--- src/rtl/bst_pkg.sv ---
// Shared constants and types for the swept box brush trace block.
// No dependencies; the multiplier, divider, top level and bench import this package.
package bst_pkg;

  localparam int MAX_PLANES_DEF = 64;
  localparam int FRAC_BITS_DEF  = 16;

  localparam int VW = 32;  // width of a Q16.16 coordinate
  localparam int PW_MUL = 50;  // floor(a*b/65536) of two 33-bit signed operands
  localparam int AW = 56;  // distance accumulator width
  localparam int NW = 58;  // divider operand width
  localparam int CPW = 6;  // width of the reported clip plane index

  localparam logic [15:0] EPS_RESET = 16'd2048;

  localparam logic [1:0] CMD_START  = 2'd0;
  localparam logic [1:0] CMD_DELTA  = 2'd1;
  localparam logic [1:0] CMD_EXTENT = 2'd2;
  localparam logic [1:0] CMD_PLANE  = 2'd3;

  typedef struct packed {
    logic                 start;
    logic signed [NW-1:0] num;
    logic signed [NW-1:0] den;
  } div_req_t;

endpackage

--- src/rtl/bst_mul.sv ---
// Shared registered multiplier: floor(a*b / 65536) of two Q16.16 operands.
// Uses bst_pkg widths.
module bst_mul (
  input  logic                          clk,
  input  logic signed [32:0]            a,
  input  logic signed [32:0]            b,
  output logic signed [bst_pkg::PW_MUL-1:0] p
);
  import bst_pkg::*;

  logic signed [65:0] prod;

  assign prod = a * b;

  // dropping the low 16 bits of a two's complement product is a floor
  always_ff @(posedge clk) begin
    p <= prod[65:16];
  end
endmodule

--- config.mk ---
export PLATFORM = sky130hd
export DESIGN_NAME = bst_mul
export DESIGN_NICKNAME = d
export VERILOG_FILES = /design/src/rtl/bst_pkg.sv /design/src/rtl/bst_mul.sv
export SDC_FILE = /design/constraint.sdc
export NUM_CORES = 2
export LEC_CHECK = 0
export BUFFER_PORTS_ARGS = -buffer_cell sky130_fd_sc_hd__buf_2
export CAP_MARGIN = 20
export CORE_MARGIN = 3
export CORE_UTILIZATION = 40
export DETAILED_ROUTE_END_ITERATION = 8
export GPL_ROUTABILITY_DRIVEN = 0
export SLEW_MARGIN = 25
export SYNTH_ARGS = -nofsm -noshare
export SYNTH_HDL_FRONTEND = slang
export SYNTH_SLANG_ARGS = --single-unit
--- constraint.sdc ---
create_clock -name clk -period 7.8 [get_ports clk]
set_clock_uncertainty 0.05 [all_clocks]
set_input_delay 0.39 -clock clk [delete_from_list [all_inputs] [get_ports clk]]
set_output_delay 0.39 -clock clk [all_outputs]
set_load 0.01 [all_outputs]
# ---- Yosys cells after proc, flatten, opt, wreduce, memory -nomap -nowiden
# Cells that the tools add are included.
dict set report word_totals {
  latchBits 0
  ff_bits 50
  inputBits 67
  romBits 0
  n_memories 0
  word_cells 2
  ramBits 0
}
dict set report classes {
  n_bitwise 0
  n_lt_le_gt_ge 0
  eq_ne 0
  muxes 0
  div_mod_pow 0
  reduce_logical 0
  add_sub_neg 0
  mul 1
  n_shift 0
}
# op n
set op_table {}
lappend op_table {{33-bit by 33-bit multiplier with 66-bit output} 1}

# ---- Logic depth before layout (Yosys ltp)
dict set report depth {
  word_depth 1
  mapped_depth 27
  ltp_nobuf 26
}

# ---- Least setup slack after synthesis
# OpenSTA, ideal clock, no wires.
dict set report synth_path {
  kind {input to register}
  start {input a[32]}
  end {register p[46] (netlist name)}
  arrival_time_ps 7709
  cell_stages 22
  path_slack_ps -54
  required_ps 7655
  path_buffers 1
  path_cell_list {clkbuf_1 -> nand2_1 -> inv_1 -> fa_1 -> fa_1 -> fa_1 -> fa_1 -> inv_1 -> fa_1 -> fa_1 -> fa_1 -> fa_1 -> inv_1 -> ha_1 -> a21oi_1 -> o221ai_1 -> a21o_1 -> a21o_1 -> a21oi_1 -> mux2_2 -> a41o_1 -> a221oi_1}
}
dict set report synth_via {
  elab_chain_cells 1
}
# item line_no
set synth_lines {}
lappend synth_lines {{from (decl)} bst_mul.sv:5} ;# input logic signed [32:0] a,
lappend synth_lines {{33-bit by 33-bit multiplier with 66-bit output} bst_mul.sv:13} ;# assign prod = a * b;
lappend synth_lines {{named net prod[62]} bst_mul.sv:11} ;# logic signed [65:0] prod;
lappend synth_lines {{to (signal assigned)} bst_mul.sv:17} ;# p <= prod[65:16];
lappend synth_lines {{to (decl)} bst_mul.sv:7} ;# output logic signed [bst_pkg::PW_MUL-1:0] p
# The timed path passes the listed nets, and every way through them passes these cells.

# ---- Worst setup path after layout
dict set report layout_path {
  start {input b[0]}
  end {register p[46] (netlist name)}
}
dict set report layout_via {
  elab_chain_cells 1
}
# item line_no
set layout_lines {}
lappend layout_lines {{from (decl)} bst_mul.sv:6} ;# input logic signed [32:0] b,
lappend layout_lines {{33-bit by 33-bit multiplier with 66-bit output} bst_mul.sv:13}
lappend layout_lines {{named net prod[62]} bst_mul.sv:11}
# The timed path passes the listed nets, and every way through them passes these cells.

==> flow_metrics.env <==
export IMPL_status="finished clean"
export IMPL_worstSetupPathType="in -> reg"
export IMPL_cts_hold_fix_buffers=0
export IMPL_portBuffers=116
export IMPL_grt_start_max_net_pins=34
export IMPL_root_buffer="clkbuf_16"
export IMPL_final_period_utilization_pct=96.0
export IMPL_synth_async_sr_flop_share_pct=0
export IMPL_floorplan_rows=115
export IMPL_synth_cell_type_count=68
export IMPL_cell_type_contributing_the_most_total_cell_area_after_synthesis="fa_1"
export IMPL_gr_usage_all_layers_pct=21.1
export IMPL_fp_dieH_um=321
export IMPL_average_vias_per_placed_instance=4.93
export IMPL_max_cap_violations=0
export IMPL_wire_length_of_the_first_global_routing_pass_um=170000
export IMPL_synth_area_leaders="fa_1, inv_1, and2_1"
export IMPL_area_growth_pct=7.90
export IMPL_synth_top_family_by_area="adder cells"
export IMPL_syn_nets=5686
export IMPL_drt_pre_antenna_iters=5
export IMPL_post_synth_and_or_nand_nor_area_fraction_pct=15.8
export IMPL_setup_worst_path_start="b[0]"
export IMPL_number_of_standard_cells_after_synthesis=4263
export IMPL_drt_iter0_markers=1369
export IMPL_grt_overflow_total=0
export IMPL_syn_area_per_cell_um2=9.34
export IMPL_worst_path_max_fanout=21
export IMPL_io_pin_count=117
export IMPL_post_route_cells_drive_above_1_share_pct=7.87
export IMPL_worstPathArrival_ps=7640
export IMPL_mostFrequentLayoutCell="fa_1"
export IMPL_final_cell_mix="fa_1, inv_1, and2_1"
export IMPL_max_clock_path_buffers=2
export IMPL_timing_slew_headroom_pct=58.7
export IMPL_first_global_vias=30900
export IMPL_worst_slew_pin_slew_ps=618
export IMPL_cts_htree_levels=2
export IMPL_post_synthesis_sequential_area_ratio_pct=2.51
export IMPL_number_of_flip_flops_under_the_largest_register_name=50
export IMPL_setup_tns_ps=0
export IMPL_critical_path_endpoint_type="flip-flop"
export IMPL_synth_edf_count=0
export IMPL_via_count=27900
export IMPL_largest_registers="p (50)"
export IMPL_route_final_wire_length_um=104000
export IMPL_core_area_mm2=0.0986
export IMPL_largest_register="p"
export IMPL_share_of_the_synthesized_area_in_compound_gates_ao_oa_aoi_oai_pct=3.46
export IMPL_grt_setup_unrepaired="true"
export IMPL_detailed_place_hpwl_um=94900
export IMPL_cts_made_buffers=5
export IMPL_startpoint_type="input port"
export IMPL_path_clk_slew_ps=80
export IMPL_synth_cell_area_mm2=0.0398
export IMPL_post_synth_mux_area_share_pct=0.107
export IMPL_min_path_type="reg -> out"
export IMPL_slew_violations=0
export IMPL_residual_drc=0
export IMPL_antenna_found_initial=8
export IMPL_clock_sink_count=50
export IMPL_tritoncts_clock_tree="done"
export IMPL_hold_violations=0
export IMPL_number_of_nets_in_the_final_layout=5794
export IMPL_yosys_most_used_dff="dfxtp_1"
export IMPL_finalWorstPathRequiredPeriod_ps=7490
export IMPL_timing_fmax_ghz=0.134
export IMPL_yosysWarnings=0
export IMPL_dieArea_mm2=0.103
export IMPL_width_of_the_die_um=321
export IMPL_detail_routed_net_length_per_standard_cell_um=18.5
export IMPL_synth_top_cell_area_share_pct=57.5
export IMPL_initial_utilization_pct=40.4
export IMPL_cp_data_required_time_ps=7950
export IMPL_synth_seq_cells=50
export IMPL_setup_worst_path_end="p[46]"
export IMPL_drtAntennaViolNets=0
export IMPL_yosys_area_share_adder_pct=64.2
export IMPL_insertedDiodeCount=0
export IMPL_synth_xor_area_share_pct=1.25
export IMPL_report_final_setup_viol=0
-- critical path, stage by stage --
cell and delay, ps:
buf_2 220, nand2_1 150, inv_1 90, fa_1 660, inv_1 140, fa_1 500
inv_1 50, fa_1 500, inv_1 50, fa_1 550, inv_1 60, fa_1 480
fa_1 500, fa_1 490, inv_1 50, fa_1 470, inv_1 40, ha_1 350
nand4_1 150, nor2_1 190, o311ai_0 140, o21bai_1 310, a31oi_1 310, nand3b_1 180
buf_4 180, a41o_1 200, a221oi_1 230
-- synthesized netlist by cell type, types with 3 or more instances --
| master | n |
|---|---|
| a211o_1 | 3 |
| a211oi_1 | 7 |
| a211oi_2 | 4 |
| a21boi_0 | 5 |
| a21o_1 | 28 |
| a21oi_1 | 63 |
| a31oi_1 | 5 |
| and2_1 | 554 |
| and3_1 | 7 |
| buf_2 | 4 |
| clkbuf_1 | 208 |
| dfxtp_1 | 50 |
| fa_1 | 1144 |
| ha_1 | 212 |
| inv_1 | 1130 |
| nand2_1 | 543 |
| nand2b_1 | 7 |
| nand3_1 | 14 |
| nand4_1 | 17 |
| nor2_1 | 71 |
| nor2b_1 | 6 |
| nor3_1 | 10 |
| nor4_1 | 5 |
| o211a_1 | 4 |
| o211ai_1 | 5 |
| o21a_1 | 4 |
| o21ai_0 | 28 |
| o21bai_1 | 10 |
| o22ai_1 | 3 |
| o31a_1 | 3 |
| or3_1 | 6 |
| xnor2_1 | 37 |
| xor2_1 | 20 |
-- worst min path at each step --
| stage | from | to | depth (start not counted) |
|---|---|---|---|
| 6_report | p[14] | p[14] | 1 |
| 5_1_grt | p[14] | p[14] | 1 |
| 3_3_place_gp | p[2] | p[2] | 1 |
| 3_5_place_dp | p[14] | p[14] | 1 |
| 4_1_cts | p[14] | p[14] | 1 |
| 2_1_floorplan | p[0] | p[0] | 0 |
-- per-stage QoR --
step	cell area, µm²	setup slack (ps)	utilization (%)	std cells	hold WS, ps
detailed placement	42800	-65.9	43.4	5651	740
CTS	42900	234	43.6	5658	1080
finish	43000	310	43.6	5658	1060
global placement	42800	38.5	43.4	5651	741
floorplan	39800	158	-	4263	644
global route	43000	-80.7	43.6	5658	1090
-- final cells by class --
cell class	instances	area, µm²
inverter	1130	4240
multi-input combinational	2868	33800
clock buffer	5	125
clock inverter	2	13.8
sequential	50	1000
fill	9676	55600
timing repair buffer	316	2200
tap	1287	1610
-- cell families (layout without fill, tap and decap cells) --
group | after synthesis | in the layout
fa+ha+maj | 1356 | 1356
flops | 50 | 50
compound gates | 200 | 200
buf+inv | 1345 | 1453
simple gates | 1251 | 1251
xor+xnor | 57 | 57
mux | 4 | 4
-- layer usage --
metal	part of all wire [%]	GRT usage [%]	vias to the layer above
met3	4.0	1.83	133
li1	-	-	12300
met5	0.030	0	-
met2	55	39.8	624
met4	2.8	4.95	4
met1	38	25.9	14900
-- repair_timing --
item,CTS,global route
gates resized for setup,0,5
setup endpoints to repair,0,10
endpoints found under the hold margin,0,0
buffers inserted,0,0
Power is left out: the tool's default activity adds up to more than one toggle a clock period on the data nets, which glitch-free logic cannot reach.
