<file path="config.mk">
export PLATFORM = sky130hd
export DESIGN_NAME = bst_div
export DESIGN_NICKNAME = d
export VERILOG_FILES = /design/src/rtl/bst_pkg.sv /design/src/rtl/bst_div.sv
export SDC_FILE = /design/constraint.sdc
export NUM_CORES = 1
export LEC_CHECK = 0
export BUFFER_PORTS_ARGS = -buffer_cell sky130_fd_sc_hd__buf_2
export CORE_MARGIN = 2
export CORE_UTILIZATION = 51
export CTS_CLUSTER_DIAMETER = 60
export DETAILED_ROUTE_END_ITERATION = 8
export GPL_TIMING_DRIVEN = 0
export PLACE_DENSITY_LB_ADDON = 0.2
export SYNTH_ARGS = -nofsm -noshare
export SYNTH_HDL_FRONTEND = slang
export SYNTH_SLANG_ARGS = --single-unit
</file>
<file path="constraint.sdc">
create_clock -name clk -period 13.7 [get_ports clk]
set_input_delay 1.37 -clock clk [delete_from_list [all_inputs] [get_ports clk]]
set_output_delay 1.37 -clock clk [all_outputs]
set_load 0.05 [all_outputs]
</file>
<file path="src/rtl/bst_pkg.sv">
// Shared constants and types for the swept box brush trace block.
// No dependencies; the multiplier, divider, top level and bench import this package.
package bst_pkg;

  localparam int MAX_PLANES_DEF = 64;
  localparam int FRAC_BITS_DEF  = 16;

  localparam int VW = 32;  // width of a Q16.16 coordinate
  localparam int PW_MUL = 50;  // floor(a*b/65536) of two 33-bit signed operands
  localparam int AW = 56;  // distance accumulator width
  localparam int NW = 58;  // divider operand width
  localparam int CPW = 6;  // width of the reported clip plane index

  localparam logic [15:0] EPS_RESET = 16'd2048;

  localparam logic [1:0] CMD_START  = 2'd0;
  localparam logic [1:0] CMD_DELTA  = 2'd1;
  localparam logic [1:0] CMD_EXTENT = 2'd2;
  localparam logic [1:0] CMD_PLANE  = 2'd3;

  typedef struct packed {
    logic                 start;
    logic signed [NW-1:0] num;
    logic signed [NW-1:0] den;
  } div_req_t;

endpackage

</file>
<file path="src/rtl/bst_div.sv">
// Iterative restoring divider for saturated signed fractions, one bit a cycle.
// Uses bst_pkg for the request struct and operand width.
module bst_div #(
  parameter int FRAC_BITS = bst_pkg::FRAC_BITS_DEF
) (
  input  logic                      clk,
  input  logic                      rst,
  input  bst_pkg::div_req_t         req,
  output logic                      done,
  output logic signed [FRAC_BITS+1:0] q
);
  import bst_pkg::*;

  localparam int CW = $clog2(FRAC_BITS);
  localparam logic [FRAC_BITS:0] QONE = {1'b1, {FRAC_BITS{1'b0}}};

  typedef enum logic [4:0] {
    D_IDLE = 5'b00001,
    D_ABS  = 5'b00010,
    D_CMP  = 5'b00100,
    D_ITER = 5'b01000,
    D_OUT  = 5'b10000
  } dstate_t;

  dstate_t              state;
  logic signed [NW-1:0] num;
  logic signed [NW-1:0] den;
  logic [NW-1:0]        un;
  logic [NW-1:0]        ud;
  logic                 neg;
  logic [NW:0]          r;
  logic [NW:0]          r_shift;
  logic [FRAC_BITS:0]   qm;
  logic [CW-1:0]        cnt;

  assign r_shift = {r[NW-1:0], 1'b0};

  always_ff @(posedge clk) begin
    if (rst) begin
      state <= D_IDLE;
    end else begin
      case (state)
        D_IDLE: begin
          if (req.start) begin
            num   <= req.num;
            den   <= req.den;
            state <= D_ABS;
          end
        end
        D_ABS: begin
          un    <= num[NW-1] ? NW'(-num) : NW'(num);
          ud    <= den[NW-1] ? NW'(-den) : NW'(den);
          neg   <= num[NW-1] ^ den[NW-1];
          state <= D_CMP;
        end
        D_CMP: begin
          if (ud == '0) begin
            qm    <= '0;
            state <= D_OUT;
          end else if (un >= ud) begin
            qm    <= QONE;
            state <= D_OUT;
          end else begin
            r     <= {1'b0, un};
            qm    <= '0;
            cnt   <= '0;
            state <= D_ITER;
          end
        end
        D_ITER: begin
          if (r_shift >= {1'b0, ud}) begin
            r  <= r_shift - {1'b0, ud};
            qm <= {qm[FRAC_BITS-1:0], 1'b1};
          end else begin
            r  <= r_shift;
            qm <= {qm[FRAC_BITS-1:0], 1'b0};
          end
          cnt <= cnt + 1'b1;
          if (cnt == CW'(FRAC_BITS - 1)) begin
            state <= D_OUT;
          end
        end
        D_OUT: begin
          state <= D_IDLE;
        end
        default: begin
          state <= D_IDLE;
        end
      endcase
    end
  end

  assign done = (state == D_OUT);
  assign q    = neg ? -$signed({1'b0, qm}) : $signed({1'b0, qm});

  a_cmp_follows_abs: assert property (@(posedge clk) disable iff (rst)
    state == D_ABS |=> state == D_CMP)
    else $error("divider skipped its compare step");
  a_start_idle: assert property (@(posedge clk) disable iff (rst)
    (state == D_IDLE && req.start) |=> state == D_ABS)
    else $error("divider did not take a request");
  a_out_one_cycle: assert property (@(posedge clk) disable iff (rst)
    done |=> !done)
    else $error("divider done held for more than one cycle");
endmodule

</file>
# Word level (Yosys, flattened, before mapping)
# Cells that the tools add are included.
# Widths: inputs -> output; s select.
[word_totals]
output_inout_bits = 19
wordCells = 56
input_bits = 119
regBits = 317
[op_classes]
eq_ne = 10
n_reduce_logical = 7
n_bitwise = 2
n_addsub = 5
n_lt_le_gt_ge = 2
mux = 19
[ops]
columns = ["cell", "n"]
rows = [
  ["$mux 58", 3],
  ["$neg 58->58", 2],
  ["$pmux 58 s2", 1],
  ["$mux 57", 2],
  ["$ge 59x58->1", 1],
  ["$ge 58x58->1", 1],
  ["$logic_not 58->1", 1],
  ["$sub 58x58->58", 1],
  ["$mux 17", 2],
  ["$pmux 17 s2", 1],
  ["$mux 5", 4],
  ["$pmux 5 s4", 1],
  ["$mux 18", 1],
  ["$neg 17->18", 1],
  ["$mux 4", 2],
  ["$ne 2x2->1 const B", 4],
  ["$pmux 4 s2", 1],
  ["$reduce_and 2->1", 3],
  ["$eq 5x1->1 const B", 1],
  ["$eq 5x2->1 const B", 1],
  ["$eq 5x3->1 const B", 1],
  ["$eq 5x4->1 const B", 1],
  ["$eq 5x5->1 const B", 1],
  ["$add 4x1->4 const B", 1],
  ["other kinds (7)", 7],
]

# Logic depth before layout (Yosys ltp)
[depth]
depth_word = 4
ltp_mapped = 16
depth_no_buf = 13

# Worst setup path after synthesis
# No wires, ideal clock.
[synth_path]
kind = "input-to-reg"
startpoint = "in rst"
endpoint = "reg den[0] (enable)"
slack_ps = 3132
setup_time_ps = 759
path_buffers = 0
t_arrival_ps = 9808
required_ps = 12941
path_stages = 1
path_cell_list = "nor3b_1"
[synth_between]
elab_chain_cells = 2
[synth_lines]
columns = ["element", "line_no", "source"]
rows = [
  ["start: declaration", "bst_div.sv:7", "input logic rst,"],
  ["$not 1->1 (no source line)", "-", ""],
  ["$reduce_and 3->1 (no source line)", "-", ""],
  ["end signal: assignment", "bst_div.sv:46", "den <= req.den;"],
  ["end: declaration", "bst_div.sv:27", "logic signed [NW-1:0] den;"],
]
# Every way passes these cells.
# A chain may end at the register's enable or synchronous reset.

# Final worst setup path
[layout_path]
startpoint = "reg ud[11]"
endpoint = "reg r[41] (enable)"
[layout_between]
elab_chain_cells = 3
word_cells_on_any_way = 5
classes_between = "1 x order compare; 2 x eq/ne; 2 x reduce/logical"
[layout_lines]
columns = ["element", "line_no", "source"]
rows = [
  ["start: declaration", "bst_div.sv:29", "logic [NW-1:0] ud;"],
  ["start signal: assignment", "bst_div.sv:52", "ud <= den[NW-1] ? NW'(-den) : NW'(den);"],
  ["$ge 58x58->1 or $logic_not 58->1 (tied branches)", "bst_div.sv:60, bst_div.sv:57", ""],
  ["$ne 2x2->1 (no source line)", "-", ""],
  ["$reduce_and 4->1 (no source line) (*)", "-", ""],
  ["end signal: assignment", "bst_div.sv:64", "r <= {1'b0, un};"],
  ["end signal: assignment", "bst_div.sv:72", "r <= r_shift - {1'b0, ud};"],
  ["end signal: assignment", "bst_div.sv:75", "r <= r_shift;"],
  ["end: declaration", "bst_div.sv:31", "logic [NW:0] r;"],
]
# Every way passes the cells marked *; elsewhere a longest branch is shown, timed or not.

==> run summary <==
share of layout cells above drive strength 1 = 12.55%
worst stage delay on the critical path = 0.57 ns
PostCTS Resize Cnt = 0
I/O pins = 138
Critical Path RT = 13.91 ns
number of synthesized register bits = 317
Setup CP Type = flop to flop
all-layer global routing usage = 25.04%
outcome = completed
Syn Area/Cell = 11.05 um2
register area share after synthesis = 51.00%
Clock Path Buffers = 3
CP arrival = 5.00 ns
Post-CTS Hold Buffers = 0
Setup Fix Bufs, Post-CTS = 0
setup TNS = 0 ns
Routed Antenna Nets = 0
Post-Syn Nets = 1921
DR vias = 13930
die area = 0.03795 mm2
TritonCTS Buffers = 37
Worst Skew = 0.02595 ns
DR WL/cell = 20.13 um
DRC Markers = 0
mapped cell area = 0.01857 mm2
CP max-delay cell = a211oi_1
switch share = 22.61%
Slew headroom = 15.28%
top_reg_cell synth = edfxtp_1
Cells after Synth = 1681
Pwr Density = 103.3 mW/mm2
largest family of logic cells by synthesized area = compound AO/OA/AOI/OAI gates
fmax = 208.8 MHz
YS warnings = 0
DRT Wirelength = 47480 um
clock sink count = 317
drt initial violations = 1135
clock latency on the worst-skew pair = 0.54 ns
Final Hold Viols = 0
Die Wd = 194.8 um
post-synthesis mux area share = 2.278%
Post-synth EDFFs = 312
RD Place Congestion = 0.9564
vias in the first global route = 13750
Reg clk slew, reported paths = 0.06 ns
max_cap viols = 0
core area = 0.03574 mm2
Post-Synth Simple-Gate Area = 12.96%
maximum VDD drop = 108.3 uV
Area Growth Syn to Fin = 14.00%
Synth Area in Adders = 8.194%
Die Y = 194.8 um
Seq pwr share = 51.6%
H-tree Lvls = 2
I/O Buffers = 137
CP Launch Type = flop
NetSw = 0.0004943 W
critical-path maximum fanout = 28
Critical Path Sink Type = flop
Leak Pwr = 8.025 nW
unrepaired setup endpoints after global routing = false
total global routing overflow = 0
largest net degree at the start of global routing = 59
CTS tree = done
final number of setup-violating endpoints = 0
layout filler cell count = 3047
Core Util, Final = 59.22%
Rows = 69
Post-Synth XOR/XNOR Area = 8.585%
reg2reg setup slack = 8.91 ns
Hold Crit Class = flop to flop
placed wire-length estimate = 37780 um
initial core utilization = 51.95%
vias per inst = 5.907
first-pass GRT wire length = 74200 um
asr flop ratio synth = 0%
Max Slew Vio Count = 0
Top cell by count, worst path = a21o_1
Slew @ Worst Pin = 1.266 ns
Final nets = 2110
clk root buf = clkbuf_16
initial antenna violation count = 0
synth unique cells = 68
Pre-antenna DRT Iters = 5
Combinational Power Share = 6.7%
n_diodes = 0
Synth Area in Compound Gates = 14.18%
Tcrit/Tclk final = 34.95%
fin crit period = 4.788 ns
crit-path cells = inv_1 > ha_1 > a21o_1 > a21o_1 > a21o_1 > a21o_1 > a211o_1 > a221oi_1 > o211ai_1 > a211oi_1 > nor2b_1 > nand2_1 > a21oi_4 > buf_16 > buf_12
Int Pwr = 0.001692 W
part of the power in the clock network = 41.7%
==> stage by stage <==
step                total power, W  instances  area, um2  hold WS, ns  worst slack, ns
finish                    0.002186       2358      21170       0.5249            8.912
global route              0.002255       2358      21170       0.5559            8.524
CTS                       0.002201       2358      21170       0.5287            8.898
detailed placement        0.001293       2292      20050       0.5116            8.946
global placement          0.001293       2279      19830       0.4787          -0.1778
floorplan                 0.001241       1681      18570       0.4475            3.132
==> routing by layer <==
layer	wire, um	part of all wire [%]	global-route usage (%)
met1	21840	46	35.67
met2	21110	44	39.56
met3	2972	6.3	3.175
met4	1554	3.3	8.934
met5	0	0	0
==> layout by cell type (no fill, tap or decap), types with 7 or more instances in the layout <==
master	netlist	final
a211oi_1	8	8
a21o_1	41	41
a21oi_1	91	90
and2_1	18	18
buf_2	3	140
buf_6	0	9
clkbuf_1	49	56
clkbuf_16	0	37
clkinv_1	0	7
edfxtp_1	312	312
ha_1	120	120
inv_1	82	82
mux2i_1	40	40
nand2_1	165	165
nand2b_1	16	16
nand3_1	26	26
nand4_1	33	33
nor2_1	69	69
nor2b_1	12	12
nor3_1	14	14
nor4_1	25	25
o21a_1	9	9
o21ai_0	150	150
o21bai_1	10	10
o31ai_1	44	44
o41ai_1	18	18
or2_2	7	7
or3_1	21	21
or4_1	27	27
xnor2_1	159	159
xor2_1	23	23
==> worst max-delay path, delay by kind of cell (launching register included) <==
kind / cells / cell delay [ns]
buffers and inverters: 3 / 0.62
adders and majority gates: 1 / 0.28
and+or+nand+nor: 2 / 0.43
AOI/OAI and AO/OA: 9 / 2.72
DFF: 1 / 0.40
==> cell families (layout without fill, tap and decap cells) <==
group,count (synthesis),after routing
and+or+nand+nor,463,463
AOI/OAI and AO/OA,419,419
DFF,317,317
xor gates and xnor gates,182,182
buffers and inverters,137,353
adders and majority gates,121,121
muxes,42,42
==> flip-flops by register name, indices dropped and copies added (netlist names) <==
name,flops
den,58
num,58
r,58
ud,58
un,58
qm,17
state,5
cnt,4
neg,1
==> final cells by class <==
cell class                 instances  area, um2  share of cell area (%)
sequential                       317       9469                   44.73
multi-input combinational       1227       8597                   40.61
clock buffer                      45      965.9                   4.563
timing repair buffer             150      889.6                   4.203
tap                              461      576.8                   2.725
inverter                          82      307.8                   1.454
buffer                            55      214.0                   1.011
clock inverter                    21      147.6                  0.6975
==> final timing paths <==
path                                 end  cells after the start  startpoint
worst max-delay path               r[41]                     15      ud[11]
worst min-delay path            state[0]                      1    state[4]
worst max register to register     r[41]                     15      ud[11]
worst min register to register  state[0]                      1    state[4]
==> synth_stat cells (5+ instances only) <==
master	number	area share, %
nand4_1	33	1.1
a21o_1	41	1.7
o31ai_1	44	1.8
mux2i_1	40	2.2
o21ai_0	150	4.0
o41ai_1	18	0.85
ha_1	120	8.1
a21oi_1	91	2.5
o211ai_1	6	0.24
or2_2	7	0.24
o21bai_1	10	0.40
a221oi_1	5	0.24
nor2b_1	12	0.40
xnor2_1	159	7.5
nand2b_1	16	0.54
o21a_1	9	0.36
a211oi_1	8	0.32
and2_1	18	0.61
nand3_1	26	0.70
or3_1	21	0.71
nand2_1	165	3.3
dfxtp_1	5	0.54
nor2_1	69	1.4
xor2_1	23	1.1
inv_1	82	1.7
or4_1	27	1.1
edfxtp_1	312	50
clkbuf_1	49	0.99
nor4_1	25	0.84
nor3_1	14	0.38
==> power groups by stage <==
stage	Combinational [W]	Clock, W	Sequential [W]
2_1_floorplan	0.0000946	0	0.00115
3_3_place_gp	0.000136	0	0.00116
3_5_place_dp	0.000146	0	0.00115
4_1_cts	0.000147	0.000927	0.00113
5_1_grt	0.000163	0.000962	0.00113
6_report	0.000147	0.000911	0.00113
No activity file was read; power rests on OpenSTA's default activity.
